## src/design/ffsc_pkg.sv

```systemverilog
`timescale 1ns / 1ps
package ffsc_pkg;

    // vertex coordinate and result widths
    localparam int COORD_BITS = 18;
    localparam int SHADE_BITS = 16;

    // edge and normal widths, exact for the coordinate width
    localparam int EDGE_BITS  = COORD_BITS + 1;
    localparam int PROD_BITS  = 2 * EDGE_BITS;
    localparam int NORM_BITS  = PROD_BITS + 1;
    localparam int MAG_BITS   = NORM_BITS;

    // reduced normal and root search widths
    localparam int RED_BITS   = 31;
    localparam int SH_SPAN    = MAG_BITS - RED_BITS;
    localparam int SH_BITS    = $clog2(SH_SPAN + 1);
    localparam int SQ_BITS    = 2 * RED_BITS;
    localparam int SUM_BITS   = SQ_BITS + 2;
    localparam int Q_BITS     = SHADE_BITS + 1;
    localparam int ACC_BITS   = SUM_BITS + 2 * Q_BITS + 2;
    localparam int STEPS      = SHADE_BITS + 1;

    localparam logic [SHADE_BITS-1:0] SHADE_MAX = {SHADE_BITS{1'b1}};

    // state carried through one root search step
    typedef struct packed {
        logic                vld;
        logic                vis;
        logic [SUM_BITS-1:0] s;
        logic [ACC_BITS-1:0] r;
        logic [ACC_BITS-1:0] p;
        logic [ACC_BITS-1:0] qs;
        logic [Q_BITS-1:0]   q;
    } step_t;

endpackage

```

## src/design/ffsc_root_step.sv

```systemverilog
`timescale 1ns / 1ps
module ffsc_root_step #(
    parameter int BIT = 0
) (
    input  logic            clk,
    input  logic            rst_n,
    input  logic            en,
    input  ffsc_pkg::step_t stage_in,
    output ffsc_pkg::step_t stage_out
);
    import ffsc_pkg::*;

    logic [ACC_BITS-1:0] cand;
    logic                take;
    logic                vld_reg;
    step_t               data_reg;
    step_t               stage_next;

    // (q + 2^b)^2 * s = q^2 s + (q s) 2^(b+1) + s 2^(2b)
    always_comb
    begin
        cand = stage_in.p + (stage_in.qs << (BIT + 1))
             + (ACC_BITS'(stage_in.s) << (2 * BIT));
        take = (cand <= stage_in.r);
        stage_next = stage_in;
        if (take)
        begin
            stage_next.p  = cand;
            stage_next.qs = stage_in.qs + (ACC_BITS'(stage_in.s) << BIT);
            stage_next.q  = stage_in.q | (Q_BITS'(1) << BIT);
        end
    end

    // valid bit
    always_ff @(posedge clk or negedge rst_n)
    begin
        if (!rst_n)
            vld_reg <= 1'b0;
        else if (en)
            vld_reg <= stage_next.vld;
    end

    // payload
    always_ff @(posedge clk)
    begin
        if (en)
            data_reg <= stage_next;
    end

    // stage output with the reset valid bit
    always_comb
    begin
        stage_out     = data_reg;
        stage_out.vld = vld_reg;
    end
endmodule

```

## config.mk

```make
export PLATFORM = sky130hd
export DESIGN_NAME = ffsc_root_step
export DESIGN_NICKNAME = d
export VERILOG_FILES = /design/src/design/ffsc_pkg.sv /design/src/design/ffsc_root_step.sv
export SDC_FILE = /design/constraint.sdc
export NUM_CORES = 1
export LEC_CHECK = 0
export BUFFER_PORTS_ARGS = -buffer_cell sky130_fd_sc_hd__buf_2
export CORE_MARGIN = 10
export CORE_UTILIZATION = 30
export DETAILED_ROUTE_END_ITERATION = 7
export GPL_TIMING_DRIVEN = 0
export MAX_ROUTING_LAYER = met4
export PLACE_DENSITY = 0.54
export SETUP_SLACK_MARGIN = 0.1
export SLEW_MARGIN = 20
export SYNTH_ARGS = -nofsm -noshare
export SYNTH_HDL_FRONTEND = slang
export SYNTH_SLANG_ARGS = --single-unit
```

## constraint.sdc

```tcl
create_clock -name clk -period 0.8 [get_ports clk]
set_input_delay 0.12 -clock clk [delete_from_list [all_inputs] [get_ports clk]]
set_output_delay 0.12 -clock clk [all_outputs]
set_load 0.02 [all_outputs]
```

==> out/results.ini, run 1 <==
[status]
outcome = finished, violations left
violations = negative hold slack, negative setup slack

[detailed_routing]
wl_per_cell_um = 25.3
route.antenna.remaining_nets = 0
drcViolationCount = 0
drtPass1Iterations = 5
drtIter0Drc = 2062
via_per_inst = 5.13
routed_wl_um = 133000
via_count = 26800

[critical_path]
path_max_fanout = 8
crit_path_end = stage_out[115]
rr_startpoint = vld_reg
rr_endpoint = vld_reg
r2r_slack_ps = 30
critPathSlowestCell = fa_1
worstSetupStartpointType = input port
end_kind = register
worstSetupPathType = in2reg
slowest_delay_ps = 480
reg2regPathDepth = 1
cp-startpoint = stage_in[44]
cp.arrival_ps = 6890
cp.required_ps = 1170

[cts]
clk_path_buf_depth = 3
cts_tree = built
clk_latency_ps = 630
clock-sinks = 383
numCtsBuffers = 47
root_buffer = clkbuf_16
cts_max_level = 2
path_clk_slew_ps = 60

[synthesis]
syn-num-nets = 3395
ys_types = 67
async_reset_ff_share_pct = 0.261
synth_edf_count = 382
synth.cell_area_mm2 = 0.0279
netlist_instances = 2646
yosysWarningCount = 0
ys_seq_elements = 383
avgSynthCellArea_um2 = 10.5
seq_area_frac_synth_pct = 41.2
synthFlopType = edfxtp_1

[hold_path]
hold_path.class = in2reg

[die]
core_mm2 = 0.0919
initial_core_util_pct = 30.3
dieWidth_um = 325
io_pins = 769
rows = 111
die_area_mm2 = 0.106
die_h_um = 325

[timing]
period_minus_slack_ps = 6520
fmax_ghz = 0.153
fin_crit_sh_pct = 815
fin_ws_ps = -5720
rsz0062_at_grt = true
whs_ps = -161
fin_worst_skew_ps = 0
tightest_slew_ps = 1110
slew_viol_final = 0
slew_headroom_pct = 26.2
hold_violations = 50
setup_viol = 584

[power]
leakage_uw = 0.0196
p_per_area_mw_per_mm2 = 2400
vdd_drop_max_uv = 1690

[global_routing]
grt_max_degree = 95
grt_pass1_vias = 27400
grt_use_total_pct = 24.4
grt-ovfl-total = 0
grt_pass1_wl_um = 187000
antenna_found_initial = 25

[finish]
post-route-util_pct = 47.8
drive_gt1_share_pct = 33.2
area_growth_pct = 57.7
nFillCells = 8557
largest_reg_flops = 382
final_nets = 4690

[placement]
gp_congestion = 0.923
hpwl_um = 101000
pre_cts_slack_ps = -8470
numPortBuffers = 768

[job]
maxCapViolations = 0

worst min path at each step:
stage                              from              to  slack, ps  cells after the start
final                     stage_in[117]  stage_out[117]       -160                      2
after floorplan                   rst_n         vld_reg       -180                      0
after global routing      stage_in[117]  stage_out[117]       -180                      2
after CTS                 stage_in[317]  stage_out[317]       -310                      1
after detailed placement          rst_n         vld_reg       -110                      1
after global placement            rst_n         vld_reg       -100                      1
stage by stage:
step           cells  power, uW  setup TNS [ps]  hold WS [ps]  instance area, um^2
3_5_place_dp    4662      70500        -1880430          -105                34300
5_1_grt         5230     110000        -1351830          -178                44000
4_1_cts         5197     102000        -1314020          -306                42400
3_3_place_gp    4657      70600        -4085000          -104                34100
2_1_floorplan   2646      55200         -986550          -176                28700
6_report        5233     105000        -1304480          -161                44000
layout by cell type, fill, tap and decap left out, types with 87 or more instances in the layout:
master / Yosys / routed
buf_2: 5 / 575
edfxtp_1: 382 / 382
dlygate4sd3_1: 0 / 380
ha_1: 298 / 291
a21oi_1: 293 / 237
buf_6: 0 / 207
nand2_1: 172 / 167
inv_1: 160 / 160
a21o_1: 130 / 130
nor2_1: 187 / 121
mux2_4: 0 / 111
o21ai_0: 110 / 98
xnor2_1: 101 / 93
xor2_1: 92 / 87
power breakdown:
group	internal, uW	total (uW)	leakage [uW]	switching (uW)
sequential	26600	27800	0.00375	1240
combinational	25100	55200	0.0151	30100
clock	13000	22400	0.000748	9370
total	64700	105000	0.0196	40700
critical path, delay by kind of cell:
family                     cells  cell delay (ps)
adders and majority gates      3              990
buffers and inverters          9             1410
xor gates and xnor gates       2              300
and+or+nand+nor                3              570
AOI/OAI and AO/OA             18             3490
final cells by class:
cell class	instances	area [um^2]	area share, %
Antenna cell	15	37.5	0.0853
Buffer	96	871	1.98
Clock buffer	51	1190	2.71
Clock inverter	32	365	0.830
Inverter	160	601	1.37
Multi-Input combinational cell	2004	17400	39.4
Sequential cell	383	11500	26.1
Tap cell	1243	1560	3.54
Timing Repair Buffer	1249	10500	23.9
routing by layer:
layer  global-route usage [%]  up-vias  wire (um)
met2                     41.3     1118      64700
met3                     5.57      172      10600
met4                     5.86        0       3700
met1                     29.1    13100      53600
li1                         -    12400          -
met5                        -        -          0
cells by family after synthesis:
kind of cell | after synthesis | share of synthesized area [%]
AO/OA/AOI/OAI | 720 | 16.3
AND/OR/NAND/NOR | 616 | 10.4
flip-flops | 383 | 41.2
buffers and inverters | 259 | 3.53
multiplexers | 112 | 4.52
XOR/XNOR | 193 | 6.06
adder cells (fa/ha/maj) | 363 | 18.0
synthesized netlist by cell type, types with 8 or more instances:
master,number,area [um^2]
nor3_1,36,180
nand4_1,78,488
nand2b_1,10,62.6
o21ai_0,110,551
nor4_1,12,75.1
xor2_1,92,806
buf_1,9,33.8
a21oi_1,293,1470
o211ai_1,9,67.6
mux2_2,112,1260
o21a_1,21,158
nor2b_1,20,125
a211oi_1,14,105
inv_1,160,601
a31o_2,8,70.1
edfxtp_1,382,11500
nand2_1,172,646
clkbuf_1,83,312
o21bai_1,47,353
a31oi_1,15,93.8
nor2_1,187,702
fa_1,65,1300
a21boi_0,8,60.1
nand3_1,46,230
and3_1,21,131
a21o_1,130,976
o31ai_1,12,90.1
xnor2_1,101,885
ha_1,298,3730
repair_timing:
action,in CTS,in global routing
endpoints found under the hold margin,444,67
resized for setup,420,399
buffers inserted,53,20
cloned,22,3
hold buffers,379,1
endpoints found under the setup margin,848,651
pin swaps,57,55
(Power assumes the default switching activity.)
==> run 2, diff against run 1 <==
--- a/config.mk
+++ b/config.mk
@@ -6,12 +6,12 @@
 export NUM_CORES = 1
 export LEC_CHECK = 0
 export BUFFER_PORTS_ARGS = -buffer_cell sky130_fd_sc_hd__buf_2
-export CORE_MARGIN = 10
-export CORE_UTILIZATION = 30
+export CORE_AREA = 10 10 288 290
 export DETAILED_ROUTE_END_ITERATION = 7
+export DIE_AREA = 0 0 298 300
 export GPL_TIMING_DRIVEN = 0
 export MAX_ROUTING_LAYER = met4
-export PLACE_DENSITY = 0.54
+export PLACE_DENSITY = 0.62
 export SETUP_SLACK_MARGIN = 0.1
 export SLEW_MARGIN = 20
 export SYNTH_ARGS = -nofsm -noshare
==> run 2 against run 1 <==
Effect of this change:
- the run still ends with negative hold slack, negative setup slack left
- worst setup slack improved by 24 ps
- highest routed layer unchanged
- largest cell class unchanged
- combinational power fell by 2%
- worst hold slack improved by 36 ps
- critical path type unchanged
==> out/results.ini, run 2 (synthesis results as in run 1) <==
[placement]
gp_congestion = 0.985
placed_cell_area_mm2 = 0.0340
numPortBuffers = 768
pre_cts_slack_ps = -8210
dp_cells = 4459
hpwl_um = 97100

[detailed_routing]
wl_met3_um = 10400
via_count = 27000
drtIter0Drc = 1949
drtPass1Iterations = 5
met2_length_um = 63000
dr.max_layer_used = met4
drcViolationCount = 0
wl_per_cell_um = 25.6
via_per_inst = 5.40
route.antenna.remaining_nets = 0
m1WireLength_um = 49900
routed_wl_um = 128000

[die]
io_pins = 769
initial_core_util_pct = 36.2
rows = 102
core_mm2 = 0.0771
die_area_mm2 = 0.0894
die_h_um = 300
dieWidth_um = 298

[timing]
fin_worst_skew_ps = 0
tightest_slew_ps = 1050
rsz0062_at_grt = true
tns_ps = -1287890
hold_violations = 89
fmax_ghz = 0.154
slew_viol_final = 0
setup_viol = 584
fin_crit_sh_pct = 812
period_minus_slack_ps = 6500
fin_ws_ps = -5700
slew_headroom_pct = 29.7
whs_ps = -125

[cts]
clk_path_buf_depth = 3
root_buffer = clkbuf_16
cts_tree = built
clk_latency_ps = 570
path_clk_slew_ps = 70
cts_max_level = 2
clock-sinks = 383
numCtsBuffers = 44

[critical_path]
r2r_slack_ps = 20
path_max_fanout = 7
worstSetupStartpointType = input port
cp.required_ps = 1130
cp.arrival_ps = 6830
end_kind = register
critPathSlowestCell = fa_1
slowest_delay_ps = 470
worstSetupPathType = in2reg

[global_routing]
grt_use_total_pct = 27.1
grt_pass1_wl_um = 178000
grt_max_degree = 101
grt_pass1_vias = 27000
grt-ovfl-total = 0
antenna_found_initial = 17

[power]
p_per_area_mw_per_mm2 = 2380
finalPower_uw = 101000
leakage_uw = 0.0190
vdd_drop_max_uv = 1910

[status]
violations = negative hold slack, negative setup slack
outcome = finished, violations left

[finish]
nFillCells = 6598
fin_area_mm2 = 0.0425
final_common_cell = buf_2
largest_reg_flops = 382
layout_common_cells = buf_2 (638), edfxtp_1 (382), dlygate4sd3_1 (331)
instances_no_fill = 4991
final_nets = 4645
drive_gt1_share_pct = 33.5
area_growth_pct = 52.4

[job]
maxCapViolations = 0

[hold_path]
hold_path.class = in2reg

run 2: worst paths after layout:
path                                  endpoint  cells after the start          from
worst max-delay path            stage_out[107]                     33  stage_in[45]
worst min-delay path            stage_out[147]                      1            en
worst max register to register         vld_reg                      1       vld_reg
worst min register to register         vld_reg                      1       vld_reg
max in group asynchronous              vld_reg                      3         rst_n
min in group asynchronous              vld_reg                      3         rst_n
run 2: report_power, final:
group | internal [uW] | leakage (uW) | switching, uW | total, uW
clock | 10800 | 0.000660 | 8700 | 19500
combinational | 23800 | 0.0146 | 30200 | 54000
sequential | 26600 | 0.00375 | 1150 | 27700
run 2: worst max-delay path, delay by kind of cell:
kind | cells | cell delay (ps)
AOI/OAI and AO/OA | 14 | 2800
xor gates and xnor gates | 1 | 190
adders and majority gates | 3 | 1170
buffers and inverters | 7 | 1070
muxes | 1 | 320
and+or+nand+nor | 7 | 1140
run 2: area by class of cell:
cell class	count	area, um^2	share of cell area, %
Multi-Input combinational cell	2004	17400	40.8
Sequential cell	383	11500	27.0
Timing Repair Buffer	1207	9520	22.4
Tap cell	1040	1300	3.06
Clock buffer	53	1130	2.67
Buffer	96	850	2.00
Inverter	160	601	1.41
Clock inverter	27	215	0.506
Antenna cell	21	52.6	0.124
run 2: layer usage:
layer / global-route usage, % / vias to the layer above
li1: - / 12400
met1: 31.4 / 13200
met2: 46.1 / 1215
met3: 6.35 / 215
met4: 8.20 / 0
met5: - / -
run 2: stage by stage:
step                util (%)  hold WS, ps
floorplan                  -         -176
global placement        44.0         -105
detailed placement      44.1         -104
CTS                     53.5         -186
global route            55.2         -149
finish                  55.2         -125
run 2: timing repair:
item                                    in CTS  in global routing
hold buffers                               330                  1
pin swaps                                   67                 46
endpoints found under the setup margin     768                892
gates resized for setup                    468                206
gates cloned                                14                 18
hold endpoints to repair                   422                 93
buffers inserted                            52                 23
